`config.mk`:
```
export PLATFORM = sky130hd
export DESIGN_NAME = ymodem_packet_receiver
export DESIGN_NICKNAME = d
export VERILOG_FILES = /design/src/sv/ymr_pkg.sv /design/src/sv/ymodem_packet_receiver.sv /design/src/sv/ymr_parser.sv /design/src/sv/ymr_out_reg.sv
export SDC_FILE = /design/constraint.sdc
export NUM_CORES = 1
export LEC_CHECK = 0
export CAP_MARGIN = 20
export CORE_MARGIN = 5
export CORE_UTILIZATION = 39
export CTS_BUF_LIST = sky130_fd_sc_hd__clkbuf_2 sky130_fd_sc_hd__clkbuf_4 sky130_fd_sc_hd__clkbuf_8
export DETAILED_ROUTE_END_ITERATION = 8
export DONT_BUFFER_PORTS = 1
export PLACE_DENSITY = 0.62
export SYNTH_ARGS = -nofsm -noshare
export SYNTH_HDL_FRONTEND = slang
export SYNTH_HIERARCHICAL = 1
export SYNTH_SLANG_ARGS = --single-unit
```
`constraint.sdc`:
```
create_clock -name i_clk -period 3.2 [get_ports i_clk]
set_input_delay 0.16 -clock i_clk [delete_from_list [all_inputs] [get_ports i_clk]]
set_output_delay 0.16 -clock i_clk [all_outputs]
set_load 0.05 [all_outputs]
```
`src/sv/ymr_pkg.sv`:
```
// ----------------------------------------------------------------------------
// ymr_pkg
// Shared codes, types and the CRC-16/XMODEM byte update for the YMODEM
// packet receiver.
// ----------------------------------------------------------------------------
package ymr_pkg;

    localparam int SMALL_BLOCK_DEF = 128;
    localparam int LARGE_BLOCK_DEF = 1024;

    // control characters
    localparam logic [7:0] CH_SOH      = 8'h01;
    localparam logic [7:0] CH_STX      = 8'h02;
    localparam logic [7:0] CH_EOT      = 8'h04;
    localparam logic [7:0] CH_CA       = 8'h18;
    localparam logic [7:0] CH_ABORT_UP = 8'h41;
    localparam logic [7:0] CH_ABORT_LO = 8'h61;

    // status codes
    localparam logic [3:0] ST_OK        = 4'd0;
    localparam logic [3:0] ST_EOT       = 4'd1;
    localparam logic [3:0] ST_CANCEL    = 4'd2;
    localparam logic [3:0] ST_ABORT     = 4'd3;
    localparam logic [3:0] ST_BADSTART  = 4'd4;
    localparam logic [3:0] ST_SEQ       = 4'd5;
    localparam logic [3:0] ST_CRC       = 4'd6;
    localparam logic [3:0] ST_TIMEOUT   = 4'd7;
    localparam logic [3:0] ST_BADCANCEL = 4'd8;

    // result kinds
    localparam logic KIND_PAYLOAD = 1'b0;
    localparam logic KIND_STATUS  = 1'b1;

    localparam logic [15:0] CRC_POLY = 16'h1021;

    typedef struct packed {
        logic        kind;
        logic [7:0]  payload_byte;
        logic [9:0]  byte_index;
        logic [3:0]  status;
        logic [7:0]  seq_number;
        logic [10:0] frame_len;
    } t_result;

    function automatic logic [15:0] crc16_byte(input logic [15:0] crc, input logic [7:0] b);
        logic [15:0] c;
        c = crc ^ {b, 8'h00};
        for (int k = 0; k < 8; k++) begin
            if (c[15]) begin
                c = {c[14:0], 1'b0} ^ CRC_POLY;
            end else begin
                c = {c[14:0], 1'b0};
            end
        end
        return c;
    endfunction

endpackage

```
`src/sv/ymodem_packet_receiver.sv`:
```
// Path: an input byte is held in the input register, and its result then in
// the result register. Throughput: one transaction per cycle unless o_stall
// is high; both registers let a new byte enter while a result waits downstream.
// Reset: synchronous active-low i_rst_n returns the parser to idle (waiting
// for a start byte) and empties both registers.
// ----------------------------------------------------------------------------
// ymodem_packet_receiver
// Parses YMODEM packets (SOH/STX framing, sequence check, CRC-16/XMODEM),
// forwarding payload bytes, a final packet status and control/timeout statuses.
// ----------------------------------------------------------------------------
module ymodem_packet_receiver #(
    parameter int SMALL_BLOCK = ymr_pkg::SMALL_BLOCK_DEF,
    parameter int LARGE_BLOCK = ymr_pkg::LARGE_BLOCK_DEF
) (
    input  logic        i_clk,
    input  logic        i_rst_n,
    input  logic        i_valid,
    output logic        o_stall,
    input  logic        i_mode,
    input  logic [7:0]  i_rx_byte,
    output logic        o_valid,
    input  logic        i_stall,
    output logic        o_kind,
    output logic [7:0]  o_payload_byte,
    output logic [9:0]  o_byte_index,
    output logic [3:0]  o_status,
    output logic [7:0]  o_seq_number,
    output logic [10:0] o_frame_len
);
    import ymr_pkg::*;

    logic       r_in_valid;
    logic       r_in_mode;
    logic [7:0] r_in_byte;

    logic    out_hold;
    logic    fire;
    logic    accept;
    logic    res_valid;
    t_result res;
    t_result out_res;

    assign fire    = r_in_valid & ~out_hold;
    assign o_stall = r_in_valid & out_hold;
    assign accept  = i_valid & ~o_stall;

    always_ff @(posedge i_clk) begin
        if (!i_rst_n) begin
            r_in_valid <= 1'b0;
        end else if (accept) begin
            r_in_valid <= 1'b1;
        end else if (fire) begin
            r_in_valid <= 1'b0;
        end
    end

    always_ff @(posedge i_clk) begin
        if (accept) begin
            r_in_mode <= i_mode;
            r_in_byte <= i_rx_byte;
        end
    end

    ymr_parser #(
        .SMALL_BLOCK(SMALL_BLOCK),
        .LARGE_BLOCK(LARGE_BLOCK)
    ) u_parser (
        .i_clk       (i_clk),
        .i_rst_n     (i_rst_n),
        .i_fire      (fire),
        .i_mode      (r_in_mode),
        .i_rx_byte   (r_in_byte),
        .o_res_valid (res_valid),
        .o_res       (res)
    );

    ymr_out_reg u_out (
        .i_clk   (i_clk),
        .i_rst_n (i_rst_n),
        .i_load  (fire & res_valid),
        .i_res   (res),
        .i_stall (i_stall),
        .o_hold  (out_hold),
        .o_valid (o_valid),
        .o_res   (out_res)
    );

    assign o_kind          = out_res.kind;
    assign o_payload_byte  = out_res.payload_byte;
    assign o_byte_index    = out_res.byte_index;
    assign o_status        = out_res.status;
    assign o_seq_number    = out_res.seq_number;
    assign o_frame_len     = out_res.frame_len;

endmodule

```
`src/sv/ymr_parser.sv`:
```
// ----------------------------------------------------------------------------
// ymr_parser
// Packet phase tracking, sequence check and running CRC. Produces at most
// one result per processed transaction.
// ----------------------------------------------------------------------------
module ymr_parser #(
    parameter int SMALL_BLOCK = ymr_pkg::SMALL_BLOCK_DEF,
    parameter int LARGE_BLOCK = ymr_pkg::LARGE_BLOCK_DEF
) (
    input  logic              i_clk,
    input  logic              i_rst_n,
    input  logic              i_fire,
    input  logic              i_mode,
    input  logic [7:0]        i_rx_byte,
    output logic              o_res_valid,
    output ymr_pkg::t_result  o_res
);
    import ymr_pkg::*;

    localparam logic [2:0] PH_IDLE   = 3'd0;
    localparam logic [2:0] PH_CANCEL = 3'd1;
    localparam logic [2:0] PH_SEQ    = 3'd2;
    localparam logic [2:0] PH_SEQC   = 3'd3;
    localparam logic [2:0] PH_DATA   = 3'd4;
    localparam logic [2:0] PH_CRCH   = 3'd5;
    localparam logic [2:0] PH_CRCL   = 3'd6;

    localparam logic [10:0] SMALL_LEN = 11'(SMALL_BLOCK);
    localparam logic [10:0] LARGE_LEN = 11'(LARGE_BLOCK);

    logic [2:0]  r_phase,     n_phase;
    logic        r_large,     n_large;
    logic [9:0]  r_count,     n_count;
    logic [7:0]  r_seq,       n_seq;
    logic        r_seq_ok,    n_seq_ok;
    logic [15:0] r_crc,       n_crc;
    logic [7:0]  r_crc_hi,    n_crc_hi;

    logic [10:0] size;
    logic [10:0] count_inc;
    logic [15:0] crc_next;

    assign size      = r_large ? LARGE_LEN : SMALL_LEN;
    assign count_inc = {1'b0, r_count} + 11'd1;
    assign crc_next  = crc16_byte(r_crc, i_rx_byte);

    always_comb begin
        n_phase  = r_phase;
        n_large  = r_large;
        n_count  = r_count;
        n_seq    = r_seq;
        n_seq_ok = r_seq_ok;
        n_crc    = r_crc;
        n_crc_hi = r_crc_hi;

        o_res_valid         = 1'b0;
        o_res.kind          = KIND_STATUS;
        o_res.payload_byte  = 8'h00;
        o_res.byte_index    = 10'd0;
        o_res.status        = ST_OK;
        o_res.seq_number    = 8'h00;
        o_res.frame_len     = 11'd0;

        if (i_mode) begin
            o_res_valid  = 1'b1;
            o_res.status = ST_TIMEOUT;
            n_phase      = PH_IDLE;
        end else begin
            case (r_phase)
                PH_IDLE: begin
                    if (i_rx_byte == CH_SOH || i_rx_byte == CH_STX) begin
                        n_large  = (i_rx_byte == CH_STX);
                        n_count  = 10'd0;
                        n_crc    = 16'h0000;
                        n_seq    = 8'h00;
                        n_seq_ok = 1'b0;
                        n_crc_hi = 8'h00;
                        n_phase  = PH_SEQ;
                    end else if (i_rx_byte == CH_CA) begin
                        n_phase = PH_CANCEL;
                    end else begin
                        o_res_valid = 1'b1;
                        if (i_rx_byte == CH_EOT) begin
                            o_res.status = ST_EOT;
                        end else if (i_rx_byte == CH_ABORT_UP || i_rx_byte == CH_ABORT_LO) begin
                            o_res.status = ST_ABORT;
                        end else begin
                            o_res.status = ST_BADSTART;
                        end
                    end
                end
                PH_CANCEL: begin
                    o_res_valid  = 1'b1;
                    o_res.status = (i_rx_byte == CH_CA) ? ST_CANCEL : ST_BADCANCEL;
                    n_phase      = PH_IDLE;
                end
                PH_SEQ: begin
                    n_seq   = i_rx_byte;
                    n_phase = PH_SEQC;
                end
                PH_SEQC: begin
                    n_seq_ok = (r_seq == ~i_rx_byte);
                    n_phase  = PH_DATA;
                end
                PH_DATA: begin
                    n_crc              = crc_next;
                    o_res_valid        = 1'b1;
                    o_res.kind         = KIND_PAYLOAD;
                    o_res.payload_byte = i_rx_byte;
                    o_res.byte_index   = r_count;
                    o_res.seq_number   = r_seq;
                    if (count_inc >= size) begin
                        n_phase = PH_CRCH;
                    end else begin
                        n_count = count_inc[9:0];
                    end
                end
                PH_CRCH: begin
                    n_crc_hi = i_rx_byte;
                    n_phase  = PH_CRCL;
                end
                PH_CRCL: begin
                    o_res_valid      = 1'b1;
                    o_res.seq_number = r_seq;
                    n_phase          = PH_IDLE;
                    if (!r_seq_ok) begin
                        o_res.status = ST_SEQ;
                    end else if ({r_crc_hi, i_rx_byte} != r_crc) begin
                        o_res.status = ST_CRC;
                    end else begin
                        o_res.status    = ST_OK;
                        o_res.frame_len = size;
                    end
                end
                default: begin
                    n_phase = PH_IDLE;
                end
            endcase
        end
    end

    always_ff @(posedge i_clk) begin
        if (!i_rst_n) begin
            r_phase  <= PH_IDLE;
            r_large  <= 1'b0;
            r_count  <= 10'd0;
            r_seq    <= 8'h00;
            r_seq_ok <= 1'b0;
            r_crc    <= 16'h0000;
            r_crc_hi <= 8'h00;
        end else if (i_fire) begin
            r_phase  <= n_phase;
            r_large  <= n_large;
            r_count  <= n_count;
            r_seq    <= n_seq;
            r_seq_ok <= n_seq_ok;
            r_crc    <= n_crc;
            r_crc_hi <= n_crc_hi;
        end
    end

endmodule

```
`src/sv/ymr_out_reg.sv`:
```
// ----------------------------------------------------------------------------
// ymr_out_reg
// Result register on the output channel; holds a result while stalled.
// ----------------------------------------------------------------------------
module ymr_out_reg (
    input  logic              i_clk,
    input  logic              i_rst_n,
    input  logic              i_load,
    input  ymr_pkg::t_result  i_res,
    input  logic              i_stall,
    output logic              o_hold,
    output logic              o_valid,
    output ymr_pkg::t_result  o_res
);
    import ymr_pkg::*;

    logic    r_valid;
    t_result r_res;

    assign o_hold  = r_valid & i_stall;
    assign o_valid = r_valid;
    assign o_res   = r_res;

    always_ff @(posedge i_clk) begin
        if (!i_rst_n) begin
            r_valid <= 1'b0;
        end else if (i_load) begin
            r_valid <= 1'b1;
        end else if (!i_stall) begin
            r_valid <= 1'b0;
        end
    end

    always_ff @(posedge i_clk) begin
        if (i_load) begin
            r_res <= i_res;
        end
    end

endmodule

```
After elaboration in Yosys (flattened, before gate mapping)
Cells that the tools add are included.
{"block": "word_totals", "ff_bits": 100, "input_bits": 13, "out_inout_bits": 44}
{"block": "op_classes", "addsub": 1, "n_lt_le_gt_ge": 1, "n_eq_ne": 19, "n_mux": 41, "n_bitwise": 22, "n_reduce_logical": 20}
{"op": "13-bit two-way mux", "count": 8}
{"op": "16-bit case mux with 2 select lines", "count": 1}
{"op": "8-bit case mux with 2 select lines", "count": 2}
{"op": "3-bit two-way mux", "count": 8}
{"op": "3-bit inverter", "count": 8}
{"op": "10-bit two-way mux", "count": 2}
{"op": "10-bit case mux with 2 select lines", "count": 1}
{"op": "4-bit AND reduction", "count": 5}
{"op": "19-bit two-way mux", "count": 1}
{"op": "8-bit by 7-bit == test with 1-bit output, second input constant", "count": 2}
{"op": "16-bit two-way mux", "count": 1}
{"op": "16-bit != test", "count": 1}
{"op": "16-bit XOR", "count": 1}
{"op": "3-bit case mux with 5 select lines", "count": 1}
{"op": "4-bit two-way mux", "count": 3}
{"op": "4-bit case mux with 3 select lines", "count": 1}
{"op": "10-bit by 1-bit adder with 11-bit output, second input constant", "count": 1}
{"op": "11-bit >= comparator", "count": 1}
{"op": "11-bit two-way mux", "count": 1}
{"op": "2-bit nonzero test", "count": 5}
{"op": "3-bit == test, second input constant", "count": 3}
{"op": "8-bit by 1-bit == test with 1-bit output, second input constant", "count": 1}
{"op": "8-bit by 2-bit == test with 1-bit output, second input constant", "count": 1}
{"op": "8-bit by 3-bit == test with 1-bit output, second input constant", "count": 1}
{"op": "21 further kinds", "count": 44}

Depth between registers and ports, before layout
{"block": "depth", "word_depth": 18, "ltp_mapped": 13, "mapped_depth_nobuf": 11}

By module
Netlist, hierarchy kept.
{"mod": "ymr_parser", "instances": 1, "cells_each": 435, "area_per_inst_um2": 3329.4, "seq_area_each_um2": 940.9}
{"mod": "ymr_out_reg", "instances": 1, "cells_each": 45, "area_per_inst_um2": 1297.5, "seq_area_each_um2": 1281.2}
{"mod": "ymodem_packet_receiver", "instances": 1, "cells_each": 15, "area_per_inst_um2": 327.8, "seq_area_each_um2": 290.3}

Worst setup path after synthesis
Ideal clock, no wire load.
{"block": "synth_timing", "path_kind": "flip-flop to flip-flop", "from": "register r_in_byte[5]", "to": "register u_out.r_valid, in the netlist u_out/o_valid", "setup_time_ns": 0.117, "t_arrival_ns": 2.789, "t_required_ns": 3.083, "path_slack_ns": 0.294, "path_stages_with_launch": 8, "n_path_buf": 1, "period_less_slack_ns": 2.906, "path_cell_list": "edfxtp_1 > buf_4 > or4_4 > nor4_4 > nor3_1 > or4_1 > and2_1 > o21a_1"}
{"block": "synth_via", "elab_chain_len": 7}
{"element": "start: declaration", "line": "ymodem_packet_receiver.sv:34", "source": "logic [7:0] r_in_byte;"}
{"element": "start signal: assignment", "line": "ymodem_packet_receiver.sv:60", "source": "r_in_byte <= i_rx_byte;"}
{"element": "8-bit by 5-bit == test with 1-bit output, or another cell as far along", "line": "ymr_parser.sv:79", "source": "end else if (i_rx_byte == CH_CA) begin"}
{"element": "1-bit two-way mux / 1-bit logical OR (equally long branches)", "line": "ymr_parser.sv:79, ymr_parser.sv:71"}
{"element": "1-bit two-way mux *", "line": "ymr_parser.sv:71", "source": "if (i_rx_byte == CH_SOH || i_rx_byte == CH_STX) begin"}
{"element": "1-bit case mux with 2 select lines *", "line": "ymr_parser.sv:69", "source": "case (r_phase)"}
{"element": "1-bit two-way mux *", "line": "ymr_parser.sv:64", "source": "if (i_mode) begin"}
{"element": "net res_valid", "line": "ymodem_packet_receiver.sv:39", "source": "logic res_valid;"}
{"element": "1-bit AND *", "line": "ymodem_packet_receiver.sv:80", "source": ".i_load (fire & res_valid),"}
{"element": "2-bit by 1-bit != test with 1-bit output (no line) / 1-bit two-way mux (equally long branches)"}
{"element": "end signal: assignment", "line": "ymr_out_reg.sv:26", "source": "r_valid <= 1'b0;"}
{"element": "end signal: assignment", "line": "ymr_out_reg.sv:28", "source": "r_valid <= 1'b1;"}
{"element": "end signal: assignment", "line": "ymr_out_reg.sv:30", "source": "r_valid <= 1'b0;"}
{"element": "end: declaration", "line": "ymr_out_reg.sv:17", "source": "logic r_valid;"}
Mark *: on every way through the listed nets, which the timed path passes. The rest lies on a longest branch.
A chain may end at the register's enable or synchronous reset.

Final worst setup path
{"block": "layout_timing", "from": "register u_parser.r_count[0]", "to": "register u_parser.r_count[4]"}
{"block": "layout_via", "elab_chain_len": 4}
{"element": "start: declaration", "line": "ymr_parser.sv:33", "source": "logic [9:0] r_count, n_count;"}
{"element": "start signal: assignment", "line": "ymr_parser.sv:154", "source": "r_count <= n_count;"}
{"element": "10-bit by 1-bit adder with 11-bit output *", "line": "ymr_parser.sv:44", "source": "assign count_inc = {1'b0, r_count} + 11'd1;"}
{"element": "11-bit >= comparator", "line": "ymr_parser.sv:112", "source": "if (count_inc >= size) begin"}
{"element": "2-bit != test (no line)"}
{"element": "5-bit AND reduction (no line)"}
Mark *: on every way between the ends. The rest lies on a longest branch, timed or not. The select of a mux whose other input is x is not followed.

==> impl_results.md <==
* Max-Slew Margin vs Limit at 36.3%
* GPL Wtd Cong at 0.852
* DP Cell Count at 645
* Final WL at 11,500 microns
* Post-route setup slack at 0.287 ns
* WL/cell at 17.1 microns
* Fillers at 1,230
* CORE AREA at 12,500 sq um
* Met3 Use GR at 3.78%
* Post-CTS setup buffers at 0
* Layout cells sized above 1 at 8.80%
* TritonRoute pass-1 iters at 5
* Count of cell types in the netlist at 60
* Worst vdd ir at 288 uV
* Clk sinks at 100
* RSZ-0062 raised after global routing: false
* Overall routing resource usage at 15.8%
* Residual DRC at 0
* Startpoint Class: flop
* Row cnt at 41
* Least-Margin Pin Slew at 0.955 ns
* HPWL Detailed at 8030 microns
* P_leak at 1.90 nW
* Hold_ws at 0.0345 ns
* CTS Buffer Depth at 2
* Period minus WS final at 2.91 ns
* # IOs at 57
* Starting Density at 39.6%
* Area after DPL at 5080 sq um
* Largest net degree at the start of global routing at 44
* Cells after Synth at 495
* # H-tree levels at 3
* Status: finished clean
* Fmax at 343 MHz
* Most common cell after layout, fill and taps aside: edfxtp_1
* NumNets Final at 512
* Worst Min Path Start: i_rst_n
* Pre-CTS setup slack at 0.387 ns
* Share of the yosys chip area belonging to registers at 50.7%
* Number of synthesized flops with an enable pin at 51
* Crit-path max FO at 9
* Area added between synthesis and finish at 8.33%
* Pwr dens at 435 nW/um^2
* Die span in y at 123 microns
* Port bufs at 0
* Vias at 3,665
* Hold depth at 2
* Clk_lat worst skew at 0.37 ns
* DIE AREA at 15,100 sq um
* Final Max Tran Viols at 0
* Max-cap violation count at 0
* Setup CP Type: reg -> reg
* Ys Warns at 6
* Initial antenna violation count at 0
* Final non-filler cell area at 5370 sq um
* Post-Route Skew at 0.0149 ns
* Final setup violation count at 0
* Layer with the highest usage: met2
* Hold Path Sink: u_parser/r_count[8]
* HP Class: in -> reg
* Worst r2r path cells at 9
* Syn Area/Cell at 10.0 sq um
* Final Hold Vio Count at 0
* First-pass GRT wire length at 18,500 microns
* DRT antenna net count at 0
* GRT met2 Usage at 26.1%
* Width of the die at 123 microns
* Total CTS buffers at 9
* Vias/cell at 5.45
* Crit path required time at 3.42 ns
* Met1 GRT Util at 20.1%
* Synthesized flop and latch total at 100
* Core Util, Final at 42.9%
* GR Overflow Total at 0
* Antenna diodes at 0
* Setup_tns at 0 ns
* Iter 0 DRT Violations at 334
* Predominant post-synthesis flop cell: edfxtp_1
* Commonest non-fill, non-tap cells in the layout: 51 x edfxtp_1, 49 x dfxtp_1, 45 x nand2_1
* R2r endpoint: u_parser/r_count[4]
* Clock root buffer: clkbuf_8
* FF/Latch Area at 2510 sq um
* Crit share post-route at 91.0%
* Final std cells w/o fill at 672
* Vias in the first global route at 3,475
* Nature of the critical path endpoint: flop
* Reg2reg start: u_parser/r_count[0]
* CP Data Arrival Time at 3.14 ns
* FFs w/ async S/R, synth at 0%
* Multi-input gate area at 2210 sq um
* Mapped cell area at 4950 sq um
* Clock-pin slew on the worst setup and hold paths at 0.09 ns
* R2R Setup Slk at 0.29 ns
* CTS tree: yes
* Tot Pwr at 2.33 mW
[final cells by class]
| type | instances | area share (%) |
|---|---|---|
| Tap cell | 172 | 4.01 |
| Clock inverter | 4 | 0.466 |
| Timing Repair Buffer | 26 | 4.15 |
| Inverter | 7 | 0.490 |
| Clock buffer | 12 | 2.84 |
| Sequential cell | 100 | 46.8 |
| Multi-Input combinational cell | 351 | 41.2 |
[where the power goes]
| group | leakage (nW) | internal (mW) | switching [mW] |
|---|---|---|---|
| Clock | 0.0874 | 0.320 | 0.416 |
| Combinational | 0.933 | 0.0444 | 0.0839 |
| Sequential | 0.875 | 1.38 | 0.0917 |
[synth_stat cells (3+ instances only)]
| cell type | n | area (sq um) |
|---|---|---|
| a21oi_1 | 31 | 155 |
| a22oi_1 | 10 | 75.1 |
| a31oi_1 | 3 | 18.8 |
| and2_1 | 27 | 169 |
| and3_1 | 5 | 31.3 |
| buf_2 | 12 | 60.1 |
| buf_4 | 11 | 82.6 |
| clkbuf_1 | 20 | 75.1 |
| dfxtp_1 | 49 | 981 |
| edfxtp_1 | 51 | 1530 |
| ha_1 | 4 | 50.1 |
| inv_1 | 7 | 26.3 |
| nand2_1 | 45 | 169 |
| nand2b_1 | 4 | 25.0 |
| nand3_1 | 26 | 130 |
| nand4_1 | 21 | 131 |
| nor2_1 | 30 | 113 |
| nor2b_1 | 6 | 37.5 |
| nor3_1 | 5 | 25.0 |
| nor4_1 | 6 | 37.5 |
| o211ai_1 | 6 | 45.0 |
| o21ai_0 | 10 | 50.1 |
| o221ai_1 | 3 | 26.3 |
| o22ai_1 | 6 | 37.5 |
| or3_1 | 5 | 31.3 |
| xnor2_1 | 12 | 105 |
| xor2_1 | 39 | 342 |
[layer usage]
| layer | wire (microns) | vias to the layer above |
|---|---|---|
| met5 | 0 | - |
| met3 | 806 | 21 |
| li1 | - | 1747 |
| met4 | 242 | 0 |
| met1 | 4840 | 1742 |
| met2 | 5590 | 155 |
[worst max path at each step]
stage / startpoint / end / slack, ns / depth (start not counted)
detailed placement: u_parser/r_count[0] / u_parser/r_count[4] / 0.39 / 9
finish: u_parser/r_count[0] / u_parser/r_count[4] / 0.29 / 9
CTS: u_parser/r_count[0] / u_parser/r_count[4] / 0.37 / 9
global placement: u_parser/r_count[0] / u_parser/r_count[4] / 0.48 / 9
global route: u_parser/r_count[0] / u_parser/r_count[6] / 0.04 / 9
floorplan: r_in_byte[5] / u_out/o_valid / 0.29 / 7
[flip-flops by register name, summed over array words and instances (netlist names), 3 cells and up]
signal and count:
u_out/o_res 42, u_parser/r_crc 16, u_parser/r_count 10, r_in_byte 8, u_parser/r_crc_hi 8, u_parser/r_seq 8, u_parser/r_phase 3
[critical path: stages (launching register included)]
cell and delay (ns):
dfxtp_1 0.47, ha_1 0.30, and3_1 0.22, nand3_1 0.12, nor2_1 0.15, ha_1 0.26, o22ai_1 0.25, or2_1 0.36
a31o_1 0.46, o221ai_1 0.19
[kinds of logic (layout without fill, tap and decap cells)]
logic type / Yosys count / count (layout) / synth area share (%)
multiplexers: 1 / 1 / 0.202
flip-flops: 100 / 100 / 50.7
AND/OR/NAND/NOR: 202 / 202 / 22.9
adder cells (fa/ha/maj): 4 / 4 / 1.01
AO/OA/AOI/OAI: 84 / 84 / 10.9
XOR/XNOR: 51 / 51 / 9.02
other: 1 / 9 / 0.0757
buffers and inverters: 52 / 49 / 5.25
[repair_timing]
action | in CTS | in global routing
gates resized for setup | 0 | 0
hold endpoints to repair | 19 | 0
setup endpoints to repair | 0 | 0
hold buffers | 11 | 0
Note: power is estimated with default switching activity, not from simulation.
